**config.mk**
```make
export PLATFORM = sky130hd
export DESIGN_NAME = fbi_div
export DESIGN_NICKNAME = d
export VERILOG_FILES = /design/src/hw/rtl/fbi_pkg.sv /design/src/hw/rtl/fbi_div.sv
export SDC_FILE = /design/constraint.sdc
export NUM_CORES = 1
export LEC_CHECK = 0
export BUFFER_PORTS_ARGS = -buffer_cell sky130_fd_sc_hd__buf_2
export CAP_MARGIN = 5
export CORE_MARGIN = 3
export CORE_UTILIZATION = 45
export CTS_CLUSTER_DIAMETER = 60
export DETAILED_ROUTE_END_ITERATION = 7
export PLACE_DENSITY = 0.68
export SLEW_MARGIN = 20
export SYNTH_ARGS = -nofsm -noshare
export SYNTH_HDL_FRONTEND = slang
export SYNTH_SLANG_ARGS = --single-unit
export TNS_END_PERCENT = 50
```
**constraint.sdc**
```tcl
create_clock -name clock -period 6.6 [get_ports clock]
set_input_delay 1.32 -clock clock [delete_from_list [all_inputs] [get_ports clock]]
set_output_delay 1.32 -clock clock [all_outputs]
set_load 0.01 [all_outputs]
```
**src/hw/rtl/fbi_pkg.sv**
```systemverilog
// Shared types and constants of the face box interpolator.
// Holds the request/response beat structs, function, source and status codes.
// No dependencies.
package fbi_pkg;

   localparam int unsigned MAX_FRAMES_DEF = 64;
   localparam int unsigned MAX_BOXES_DEF  = 8;

   // function codes
   localparam logic [1:0] FUNC_CLEAR = 2'd0;
   localparam logic [1:0] FUNC_STORE = 2'd1;
   localparam logic [1:0] FUNC_QUERY = 2'd2;

   // result source codes
   localparam logic [2:0] SRC_EXACT  = 3'd0;
   localparam logic [2:0] SRC_EARLY  = 3'd1;
   localparam logic [2:0] SRC_LATE   = 3'd2;
   localparam logic [2:0] SRC_INTERP = 3'd3;
   localparam logic [2:0] SRC_NONE   = 3'd4;

   // status codes
   localparam logic [1:0] STAT_OK          = 2'd0;
   localparam logic [1:0] STAT_FRAMES_FULL = 2'd1;
   localparam logic [1:0] STAT_LIST_FULL   = 2'd2;

   // register indexes and reset values
   localparam logic CSR_STEP   = 1'b0;
   localparam logic CSR_RADIUS = 1'b1;
   localparam logic [15:0] STEP_RST   = 16'd5;
   localparam logic [14:0] RADIUS_RST = 15'd3277;

   // divider widths: dividend 2*|d|*num + den, divisor 2*den
   localparam int unsigned DIV_N_W = 36;
   localparam int unsigned DIV_D_W = 19;

   typedef struct packed {
      logic [1:0]         func;
      logic [23:0]        position;
      logic               first_box;
      logic               has_box;
      logic signed [15:0] box_x;
      logic signed [15:0] box_y;
      logic signed [15:0] box_w;
      logic signed [15:0] box_h;
   } req_type;

   typedef struct packed {
      logic [1:0]         status;
      logic               box_found;
      logic [2:0]         source;
      logic signed [15:0] out_x;
      logic signed [15:0] out_y;
      logic signed [15:0] out_w;
      logic signed [15:0] out_h;
      logic               last;
   } rsp_type;

endpackage

```
**src/hw/rtl/fbi_div.sv**
```systemverilog
// Restoring divider, one quotient bit per cycle, for the interpolation step.
// Depends on fbi_pkg for the operand widths.
module fbi_div
   import fbi_pkg::*;
(
   input  logic               clock,
   input  logic               reset,
   input  logic               start,
   input  logic [DIV_N_W-1:0] dividend,
   input  logic [DIV_D_W-1:0] divisor,
   output logic               done,
   output logic [DIV_N_W-1:0] quotient
);

   localparam int unsigned CNT_W = $clog2(DIV_N_W + 1);

   logic [CNT_W-1:0]   cnt_ff;
   logic               busy_ff;
   logic               done_ff;
   logic [DIV_N_W-1:0] quo_ff;
   logic [DIV_D_W-1:0] rem_ff;
   logic [DIV_D_W:0]   trial;
   logic               ge;

   // shift in next dividend bit and try a subtract
   assign trial = {rem_ff, quo_ff[DIV_N_W-1]};
   assign ge    = trial >= {1'b0, divisor};

   always_ff @(posedge clock) begin
      if (reset) begin
         busy_ff <= 1'b0;
         done_ff <= 1'b0;
         cnt_ff  <= '0;
      end else begin
         done_ff <= 1'b0;
         if (start) begin
            busy_ff <= 1'b1;
            cnt_ff  <= CNT_W'(DIV_N_W);
            quo_ff  <= dividend;
            rem_ff  <= '0;
         end else if (busy_ff) begin
            rem_ff <= ge ? DIV_D_W'(trial - {1'b0, divisor}) : trial[DIV_D_W-1:0];
            quo_ff <= {quo_ff[DIV_N_W-2:0], ge};
            cnt_ff <= cnt_ff - CNT_W'(1);
            if (cnt_ff == CNT_W'(1)) begin
               busy_ff <= 1'b0;
               done_ff <= 1'b1;
            end
         end
      end
   end

   assign done     = done_ff;
   assign quotient = quo_ff;

endmodule

```
[Word level (Yosys, flattened, before mapping)]
Cells that the tools add are included.
Storage, ports and cells
  bits in registers: 63
  bits of input ports: 58
  logic and storage cells: 26
Cells by class
  add/sub/neg operators: 2
  magnitude comparators: 1
  equal/unequal tests: 1
  muxes and demuxes: 10
  bitwise operators: 2
  reductions and logical operators: 4
Operators with widths (count)
  $mux W36: 2
  $mux W19: 2
  $ge A20 B19 Y1: 1
  $sub A19 B19 Y19: 1
  $mux W6: 2
  $eq A6 B1 Y1 const B: 1
  $sub A6 B1 Y6 const B: 1
  $mux W1: 4
  $reduce_or A3 Y1: 1
  $not A1 Y1: 2
  $reduce_and A2 Y1: 1
  $reduce_bool A2 Y1: 1
  $reduce_or A2 Y1: 1

[Depth between registers and ports, before layout]
Gate-level depths: netlist of run 1.
  depth after elaboration: 4
  gate-level depth with buffers: 11
  depth with buffers taken out: 10

[Worst setup path before layout of run 1]
Ideal clock, no wire load.
  kind: input -> register
  start point: input port start
  end point: register quo_ff[0] (netlist: quotient[0]) (enable)
  arrival: 4.170 ns
  path slack: 1.961 ns
  stages on the path: 4
  buffers on the path: 2
  path through: buf_2 > clkbuf_1 > nor2_1 > nor2_1
On the way
  cells in the longest elaborated chain, start to end: 2
RTL lines
  from (decl): line fbi_div.sv:8  | input logic start,
  $reduce_bool A2 Y1 (no source line)
  $reduce_and A2 Y1 (no source line)
  to (signal assigned): line fbi_div.sv:39  | quo_ff <= dividend;
  to (signal assigned): line fbi_div.sv:43  | quo_ff <= {quo_ff[DIV_N_W-2:0], ge};
  to (decl): line fbi_div.sv:20  | logic [DIV_N_W-1:0] quo_ff;
Every way passes these cells.
A chain may end at the register's enable or synchronous reset.

[Worst setup path in the final report of run 1]
  start point: input port divisor[14]
  end point: register rem_ff[1], data pin
On the way
  cells in the longest elaborated chain, start to end: 3
RTL lines
  from (decl): line fbi_div.sv:10  | input logic [DIV_D_W-1:0] divisor,
  $ge A20 B19 Y1: line fbi_div.sv:27  | assign ge = trial >= {1'b0, divisor};
  $mux W19: line fbi_div.sv:42  | rem_ff <= ge ? DIV_D_W'(trial - {1'b0, divisor}) : trial[DIV_D_W-1:0];
  $mux W19: line fbi_div.sv:41  | end else if (busy_ff) begin
  to (signal assigned): line fbi_div.sv:42
  to (decl): line fbi_div.sv:21  | logic [DIV_D_W-1:0] rem_ff;
Every way passes these cells. The select of a mux whose other input is x is not followed.

==> summary.md, run 1 <==
| Metric | Value |
|---|---|
| Outcome | `completed` |
| Clk slew on worst S/H paths | `0.07 ns` |
| Most frequent cells in the layout | `buf_2, edfxtp_1, mux2_2, nor2_1, a21oi_1` |
| Total routed wirelength | `a little over 8000 microns` |
| Largest stage delay, worst path | `about 0.68 ns` |
| Final Critical Period | `about 3.7 ns` |
| Worst Reg2Reg Path Length in Cells | `8` |
| Clock Sink Count | `63` |
| Synthesized flop and latch total | `between 60 and 70` |
| Req. time, crit path | `6.79 ns` |
| Post-CTS Setup Bufs | `0` |
| RSZ-0062 raised after global routing | `no` |
| Post-synth net total | `419` |
| Worst setup margin | `a little under 3 ns` |
| IO Pins | `95` |
| Worst Skew | `slightly below 0.01 ns` |
| WL per Instance | `approximately 15 microns` |
| Starting DRT DRC Count | `between 80 and 90` |
| CP arrival | `around 3.9 ns` |
| Final HPWL DP | `approximately 6200 microns` |
| VDD IR max | `approximately 0.19 mV` |
| Iteration count of the initial detailed-routing pass | `6` |
| Asr flop ratio synth | `0%` |
| Vias in the first global route | `just under 3k` |
| Antenna violations before repair | `0` |
| Setup tns final | `0 ns` |
| Startpoint type of the worst setup path | `input pin` |
| Tot GR Track Use | `between 15 and 20%` |
| CTS Hold Buffers Added | `0` |
| CP max-delay cell | `a21oi_4` |
| Buf+Inv Stages, Crit Path | `2` |
| Die Area | `9580 sq um` |
| Nets | `approximately 520` |
| Final Util | `57.07%` |
| Tcrit/Tclk final | `a little under three fifths` |
| H-tree lvl count | `3` |
| Core Box Area | `about 8000 sq um` |
| Post-Place Cell Area | `between 4000 and 5000 sq um` |
| Clock root buffer | `clkbuf_8` |
| Hold/Removal Path Class | `reg2reg` |
| Post-Synthesis Cell Area | `3799 sq um` |
| Power per cell area | `242.9 nW/um^2` |
| Slew Viols, Final | `0` |
| RD Place Congestion | `between 0.8 and 0.9` |
| Die H | `97.88 microns` |
| Slew headroom | `43.78%` |
| Netlist cell types | `52` |
| Clock buffer depth | `2` |
| CTS tree | `yes` |
| Most used cell, CP | `a21oi_2` |
| Top Family by Delay on Critical Path | `compound AO/OA/AOI/OAI gates` |
| Residual DRC count | `0` |
| Die W | `~100 microns` |
| Final setup viols | `0` |
| Highest clock rate | `271.1 MHz` |
| Critical path cell sequence | `buf_2 -> inv_1 -> ha_1 -> nand2_2 -> or4_4 -> a21oi_2 -> a21oi_2 -> a21oi_4 -> mux2_2 -> nor2_1` |
| EDFF count, synth | `55` |
| TritonCTS buffer count | `9` |
| Lkg Pwr | `1.943 nW` |
| Crit Path Max Fanout | `26` |
| Seq/Total Area, Yosys | `between 40% and 50%` |
| Max-cap violations | `0` |
| Fraction of layout instances using a drive strength above 1 | `between 30% and 40%` |
| PostCTS Resize Cnt | `0` |
| Final hold violations | `0` |
| Routed vias | `roughly 2.9k` |
| Final instance area | `approximately 4500 sq um` |
| Top_reg_cell synth | `edfxtp_1` |
| Worst slack at placement | `around 2.6 ns` |
| Port bufs | `94` |
| Clk_lat worst skew | `between 0.3 and 0.4 ns` |
| DR vias/cell | `approximately 5.3` |
| First-pass GRT wire length | `about 14,000 microns` |
| Synthesized area per cell | `11.21 sq um` |
| Largest net degree at the start of global routing | `62` |
| Synthesis-to-finish area growth | `19.70%` |
| Critical path class | `in2reg` |
| DRT antenna net count | `0` |
| Initial Util | `47.68%` |
| Cell count after synthesis | `about 340` |
| Total gr overflow | `0` |
| Diode count | `0` |
| WP depth | `10` |
| Tightest Pin Transition | `approximately 0.84 ns` |
| Yosys warnings | `0` |
| Row cnt | `32` |
| Hold depth | `2` |
| Most common cell after layout, fill and taps aside | `buf_2` |
| Crit path capture type | `flip-flop` |
## layout make-up
class,instances,area [sq um]
Tap cell,102,127.6
Clock inverter,5,57.56
Inverter,24,90.09
Sequential cell,63,1812
Fill cell,740,3421
Multi-Input combinational cell,241,1843
Timing Repair Buffer,96,485.5
Clock buffer,11,131.4
## layer usage
layer,vias to the layer above,part of all wire (%),wire length [microns],track usage (%)
met5,-,0,0,0
met4,0,1.1,93,5.112
met3,7,6.9,571,5.786
met2,87,45,3739,26.96
met1,1346,47,3875,24.18
li1,1442,-,-,-
## registers in the layout, indices dropped and copies added, names as in the netlist
register,flops
busy_ff,1
cnt_ff,6
done,1
quotient,36
rem_ff,19
## final timing paths
check | slack (ns) | end | startpoint
worst max-delay path | 2.91 | rem_ff[1]$_SDFFCE_PP0P_ | divisor[14]
worst min register to register | 0.50 | cnt_ff[1]$_SDFFE_PP0P_ | cnt_ff[1]$_SDFFE_PP0P_
worst max register to register | 3.56 | rem_ff[1]$_SDFFCE_PP0P_ | rem_ff[12]$_SDFFCE_PP0P_
worst min-delay path | 0.50 | cnt_ff[1]$_SDFFE_PP0P_ | cnt_ff[1]$_SDFFE_PP0P_
## metrics by stage
step / power, mW / hold WS, ns / std cells
5_1_grt: 1.174 / 0.5166 / 542
6_report: 1.104 / 0.5006 / 542
3_5_place_dp: 0.7880 / 0.4987 / 526
3_3_place_gp: 0.7840 / 0.4697 / 526
2_1_floorplan: 0.7168 / 0.4565 / 339
4_1_cts: 1.116 / 0.5086 / 542
## report_power, final
part	internal, mW	switching [mW]	total (mW)
Clock	0.175	0.149	0.324
Combinational	0.130	0.156	0.286
Sequential	0.475	0.0190	0.494
Total	0.780	0.324	1.10
## cell usage after synthesis, types with 3 or more instances
master | count | area share, %
edfxtp_1 | 55 | 43
o21a_1 | 4 | 0.79
mux2_2 | 38 | 11
nor3_1 | 8 | 1.1
xor2_1 | 4 | 0.92
nand2_1 | 17 | 1.7
inv_1 | 24 | 2.4
dfxtp_1 | 8 | 4.2
clkbuf_1 | 7 | 0.69
xnor2_1 | 10 | 2.3
o21ai_0 | 10 | 1.3
o211ai_1 | 4 | 0.79
nor2_1 | 28 | 2.8
and3_1 | 3 | 0.49
a21oi_1 | 26 | 3.4
mux2i_1 | 10 | 2.6
nand3b_1 | 3 | 0.59
nor2b_1 | 3 | 0.49
a21o_1 | 5 | 0.99
ha_1 | 21 | 6.9
nand3_1 | 6 | 0.79
nand2b_1 | 9 | 1.5
## worst min-delay path: cells and delay by family (launching register included)
family / cells / cell delay (ns)
AOI/OAI and AO/OA: 1 / 0.06
DFF: 1 / 0.32
and+or+nand+nor: 1 / 0.07
## cell families (layout without fill, tap and decap cells)
kind of cell	after synthesis	after routing	synth area share (%)
and+or+nand+nor	89	89	11.82
DFF	63	63	47.69
AOI/OAI and AO/OA	68	68	11.92
adders and majority gates	22	22	7.444
xor gates and xnor gates	14	14	3.228
buffers and inverters	35	136	3.985
muxes	48	48	13.90
Power figures use the tool's default switching activity.
==> inputs of run 2 (changes only) <==
--- a/config.mk
+++ b/config.mk
@@ -11,7 +11,7 @@
 export CORE_UTILIZATION = 45
 export CTS_CLUSTER_DIAMETER = 60
 export DETAILED_ROUTE_END_ITERATION = 7
-export PLACE_DENSITY = 0.68
+export PLACE_DENSITY = 0.71
 export SLEW_MARGIN = 20
 export SYNTH_ARGS = -nofsm -noshare
 export SYNTH_HDL_FRONTEND = slang
==> constraint.sdc (replaced) <==
create_clock -name clock -period 3.29 [get_ports clock]
set_input_delay 0.658 -clock clock [delete_from_list [all_inputs] [get_ports clock]]
set_output_delay 0.658 -clock clock [all_outputs]
set_load 0.01 [all_outputs]
==> run 2 against run 1 <==
  * Die area unchanged
  * Largest power group unchanged
  * Sequential share of layout area down 0.51 points
  * Hold slack lost 0.0069 ns
  * Global-route usage increased by 0.20 points
  * Clock power is 110% higher
  * Clock skew is 0.0053 ns higher
  * Count of clock-buffer cells in the layout did not move
  * Final area increased by 1.3%
  * Power is 110% higher
  * Register-to-register slack got worse by 3.0 ns
  * Critical endpoint is now rem_ff[14]$_SDFFCE_PP0P_
  * Combinational power increased by 110%
  * Non-clock buffer count grew 5
  * Largest cell class unchanged
  * Critical path type unchanged
==> summary.md, run 2 (synthesis results as in run 1) <==
| Metric | Value |
|---|---|
| Outcome | `completed` |
| Tcrit/Tclk final | `between 80% and 90%` |
| Diode count | `0` |
| Tightest Pin Transition | `0.5034 ns` |
| CTS tree | `yes` |
| Hold/Removal Path Class | `reg2reg` |
| Routed vias | `2,902` |
| Antenna violations before repair | `0` |
| Synthesis-to-finish area growth | `21.25%` |
| Slew Viols, Final | `0` |
| Power per cell area | `491.8 nW/um^2` |
| TritonCTS buffer count | `9` |
| Clock buffer depth | `2` |
| Clk_lat worst skew | `approximately 0.34 ns` |
| Tot GR Track Use | `17.90%` |
| IO Pins | `between 90 and 100` |
| Startpoint type of the worst setup path | `input pin` |
| Worst setup margin | `~0.57 ns` |
| Max FFs per register | `36` |
| Final setup viols | `0` |
| PostCTS Resize Cnt | `0` |
| Req. time, crit path | `3.36 ns` |
| Clock Sink Count | `63` |
| Buf+Inv Stages, Crit Path | `1` |
| Row cnt | `32` |
| Iteration count of the initial detailed-routing pass | `4` |
| CP arrival | `~2.8 ns` |
| Final instance area | `roughly 4600 sq um` |
| Clock share of power | `30.0%` |
| Critical path class | `in2reg` |
| Nets | `520` |
| Max-cap violations | `0` |
| Gate power share | `between 20% and 30%` |
| Starting DRT DRC Count | `between 100 and 150` |
| Most common cell after layout, fill and taps aside | `buf_2` |
| Residual DRC count | `0` |
| DR vias/cell | `about 5.3` |
| Seq pwr share | `43.6%` |
| Initial Util | `47.68%` |
| Most used cell, CP | `a21oi_1` |
| Vias in the first global route | `between 3k and 4k` |
| Top Family by Delay on Critical Path | `compound AO/OA/AOI/OAI gates` |
| Port bufs | `94` |
| Most frequent cells in the layout | `buf_2, edfxtp_1, mux2_2, nor2_1, a21oi_1` |
| Fraction of layout instances using a drive strength above 1 | `37.30%` |
| Final hold violations | `0` |
| Clock root buffer | `clkbuf_8` |
| Clk slew on worst S/H paths | `0.07 ns` |
| Largest net degree at the start of global routing | `38` |
| Core Box Area | `7968 sq um` |
| Setup tns final | `0 ns` |
| Lkg Pwr | `roughly 2.0 nW` |
| Die W | `roughly 98 microns` |
| CP max-delay cell | `fa_1` |
| Highest clock rate | `about 370 MHz` |
| Critical path cell sequence | `buf_2 -> ha_1 -> fa_1 -> nand2b_1 -> a21oi_1 -> o21ai_0 -> a21oi_1 -> a2bb2oi_1 -> xnor2_1 -> a211oi_2` |
| First-pass GRT wire length | `~14,000 microns` |
| P_sw | `between 0.6 and 0.7 mW` |
| Final HPWL DP | `between 6000 and 7000 microns` |
| Total routed wirelength | `8264 microns` |
| WL per Instance | `around 15 microns` |
| Die Area | `about 9600 sq um` |
| Crit path capture type | `flip-flop` |
| DRT antenna net count | `0` |
| Total gr overflow | `0` |
| Post-CTS Setup Bufs | `0` |
| H-tree lvl count | `3` |
| Die H | `slightly below 100 microns` |
| CTS Hold Buffers Added | `0` |
| VDD IR max | `0.2988 mV` |
| P_int | `~1.6 mW` |
| RD Place Congestion | `0.8037` |
| Worst slack at placement | `around 0.26 ns` |
| Switching Fraction | `roughly 30%` |
| Worst Skew | `about 0.015 ns` |
| Fillers | `a little under 700` |
| Final Critical Period | `between 2 and 3 ns` |
| RSZ-0062 raised after global routing | `no` |
| Slew headroom | `between 60% and 70%` |
| Post-Place Cell Area | `between 4000 and 5000 sq um` |
| Largest stage delay, worst path | `roughly 0.40 ns` |
| Crit Path Max Fanout | `4` |
-- run 2: layout make-up --
cell class / instances / area, sq um / share of cell area [%]
Timing Repair Buffer: 101 / 535.5 / 11.63
Clock inverter: 5 / 56.30 / 1.222
Multi-Input combinational cell: 241 / 1843 / 40.02
Inverter: 24 / 90.09 / 1.956
Clock buffer: 11 / 141.4 / 3.070
Sequential cell: 63 / 1812 / 39.34
Tap cell: 102 / 127.6 / 2.771
-- run 2: power by group through the flow --
stage	Combinational, mW	Sequential, mW	Clock, mW
floorplan	0.425	1.01	0
global placement	0.584	1.00	0
detailed placement	0.595	1.00	0
CTS	0.598	0.988	0.695
global route	0.667	0.996	0.738
finish	0.598	0.988	0.680
-- run 2: metrics by stage --
step / power (mW) / util, % / cells / hold slack, ns
after floorplan: 1.437 / - / 339 / 0.4565
after global placement: 1.586 / 55.32 / 531 / 0.4695
after detailed placement: 1.599 / 55.32 / 531 / 0.4891
after CTS: 2.281 / 57.80 / 547 / 0.4995
after global routing: 2.401 / 57.80 / 547 / 0.5492
final: 2.265 / 57.80 / 547 / 0.4937
-- run 2: worst min-delay path, delay by kind of cell, from the launching register on --
kind / cells / cell delay (ns)
DFF: 1 / 0.31
and+or+nand+nor: 1 / 0.08
AOI/OAI and AO/OA: 1 / 0.06
-- run 2: path summary, 6_finish.rpt --
| check | cells after the start | endpoint | slack, ns | start |
|---|---|---|---|---|
| max | 10 | rem_ff[14]$_SDFFCE_PP0P_ | 0.57 | divisor[0] |
| max reg2reg | 10 | rem_ff[14]$_SDFFCE_PP0P_ | 0.58 | quotient[35]$_DFFE_PP_ |
| min reg2reg | 2 | cnt_ff[1]$_SDFFE_PP0P_ | 0.49 | cnt_ff[1]$_SDFFE_PP0P_ |
| min | 2 | cnt_ff[1]$_SDFFE_PP0P_ | 0.49 | cnt_ff[1]$_SDFFE_PP0P_ |
-- run 2: metal layers --
metal	wire, microns	global-route usage (%)
met1	3720	23.44
met2	3821	28.32
met3	633	6.500
met4	88	4.473
met5	0	0
==> inputs of run 3 (changes only) <==
==> constraint.sdc (replaced) <==
create_clock -name clock -period 2.38 [get_ports clock]
set_input_delay 0.476 -clock clock [delete_from_list [all_inputs] [get_ports clock]]
set_output_delay 0.476 -clock clock [all_outputs]
set_load 0.01 [all_outputs]
==> run 3 against run 2 <==
  * The flow now finishes with violations (negative setup slack)
  * Final area up 15%
  * Die area unchanged
  * Routed wire length up 15%
  * First-iteration DRC count up 18%
  * Combinational power up 82%
  * Clock skew down 0.0082 ns
  * Critical path type is now reg2reg
  * Critical endpoint is now rem_ff[1]$_SDFFCE_PP0P_
==> summary.md, run 3 (synthesis results as in run 1) <==
| Metric | Value |
|---|---|
| Req. time, crit path | `approximately 2.6 ns` |
| Clk_lat worst skew | `0.33 ns` |
| CTS tree | `yes` |
| Slew Viols, Final | `0` |
| Nets | `about 580` |
| Largest stage delay, worst path | `0.54 ns` |
| Total power | `~3.7 mW` |
| Most common cell after layout, fill and taps aside | `buf_2` |
| Iteration count of the initial detailed-routing pass | `4` |
| Most frequent cells in the layout | `buf_2, buf_4, edfxtp_1, mux2_2, nor2_1` |
| WL per Instance | `between 15 and 20 microns` |
| Crit path capture type | `flip-flop` |
| Failing checks | `negative setup slack` |
| H-tree lvl count | `3` |
| Initial Util | `between 40% and 50%` |
| Most used cell, CP | `a21oi_4` |
| Tcrit/Tclk final | `104.9%` |
| Routed vias | `around 3.2k` |
| Total gr overflow | `0` |
| Row cnt | `32` |
| Vias in the first global route | `around 3.3k` |
| Die Area | `between 9000 and 10,000 sq um` |
| Critical path class | `reg2reg` |
| Clock buffer depth | `2` |
| Synthesis-to-finish area growth | `39.62%` |
| Highest clock rate | `400.5 MHz` |
| First-pass GRT wire length | `15,750 microns` |
| TritonCTS buffer count | `9` |
| IO Pins | `95` |
| Clock root buffer | `clkbuf_8` |
| Clock Sink Count | `63` |
| Tightest Pin Transition | `between 0.4 and 0.5 ns` |
| Diode count | `0` |
| Worst setup margin | `-0.1171 ns` |
| DR vias/cell | `5.285` |
| Power per cell area | `about 700 nW/um^2` |
| Total routed wirelength | `between 9000 and 10,000 microns` |
| Critical path cell sequence | `ha_4 -> nand2_2 -> or4_4 -> a21oi_4 -> a21oi_4 -> a21oi_4 -> buf_6 -> mux2_4 -> nor2_2` |
| Max-cap violations | `0` |
| Fraction of layout instances using a drive strength above 1 | `49.20%` |
| RD Place Congestion | `0.8200` |
| Residual DRC count | `0` |
| Post-Place Cell Area | `roughly 4800 sq um` |
| Clk slew on worst S/H paths | `approximately 0.080 ns` |
| CP max-delay cell | `or4_4` |
| Final instance area | `approximately 5300 sq um` |
| Die H | `a little under 100 microns` |
| Tot GR Track Use | `about a fifth` |
| DRT antenna net count | `0` |
| Port bufs | `between 90 and 100` |
| Crit Path Max Fanout | `7` |
| RSZ-0062 raised after global routing | `yes` |
| Worst Skew | `0.006868 ns` |
| Largest net degree at the start of global routing | `34` |
| Core Box Area | `between 7000 and 8000 sq um` |
| Final hold violations | `0` |
| Final HPWL DP | `~6800 microns` |
| Startpoint type of the worst setup path | `flip-flop` |
| VDD IR max | `slightly above 0.4 mV` |
| CP arrival | `~2.7 ns` |
| Hold/Removal Path Class | `in2reg` |
| Max FFs per register | `36` |
| Slew headroom | `between 70 and 80%` |
| Final Critical Period | `around 2.5 ns` |
| Antenna violations before repair | `0` |
| Final setup viols | `16` |
| Outcome | `finished with violations` |
| Die W | `between 90 and 100 microns` |
| Starting DRT DRC Count | `~140` |
| Lkg Pwr | `roughly 2.3 nW` |
run 3: per-layer routing:
metal  wire length, microns  track usage [%]  vias to the layer above  share of wire (%)
met3                    702            5.500                       17                7.4
met2                   4461            33.14                      103                 47
met5                      0                0                        -                  0
met1                   4161            25.46                     1507                 44
met4                    180            7.881                        0                1.9
li1                       -                -                     1565                  -
run 3: worst paths after layout:
check                      startpoint                       to  slack, ns  cells after the start
max          rem_ff[13]$_SDFFCE_PP0P_  rem_ff[1]$_SDFFCE_PP0P_      -0.12                      9
max reg2reg  rem_ff[13]$_SDFFCE_PP0P_  rem_ff[1]$_SDFFCE_PP0P_      -0.12                      9
min                             reset   cnt_ff[2]$_SDFFE_PP0N_       0.44                      2
min reg2reg    cnt_ff[1]$_SDFFE_PP0P_   cnt_ff[1]$_SDFFE_PP0P_       0.50                      2
run 3: area by class of cell:
type | count | area [sq um]
Timing Repair Buffer | 158 | 965.9
Clock buffer | 10 | 137.6
Tap cell | 102 | 127.6
Sequential cell | 63 | 1812
Inverter | 24 | 90.09
Multi-Input combinational cell | 241 | 2054
Fill cell | 638 | 2664
Clock inverter | 6 | 116.4
run 3: metrics by stage:
stage | utilization [%] | setup WS (ns) | hold slack (ns) | std cells | setup TNS (ns)
after floorplan | - | -0.1883 | 0.4565 | 339 | -2.535
after global placement | 60.13 | -0.3443 | 0.4714 | 582 | -4.696
after detailed placement | 60.13 | -0.3908 | 0.4871 | 582 | -5.629
after CTS | 65.58 | -0.08091 | 0.4156 | 604 | -0.5555
after global routing | 66.57 | -0.1984 | 0.4248 | 604 | -2.620
final | 66.57 | -0.1171 | 0.4353 | 604 | -1.180
run 3: repair_timing:
item	4_1_cts	5_1_grt
hold buffers	0	0
pin swaps	13	12
setup endpoints to repair	20	20
setup buffers	6	1
resized for setup	26	12
run 3: worst max-delay path, delay by kind of cell (launching register included):
kind / cells / cell delay, ns
and+or+nand+nor: 3 / 0.67
DFF: 1 / 0.47
AOI/OAI and AO/OA: 3 / 0.43
adders and majority gates: 1 / 0.31
muxes: 1 / 0.31
buffers and inverters: 1 / 0.18
run 3: power by group:
| part | internal [mW] | switching (mW) |
|---|---|---|
| Combinational | 0.569 | 0.517 |
| Sequential | 1.32 | 0.0573 |
| Clock | 0.733 | 0.473 |
| Total | 2.62 | 1.05 |
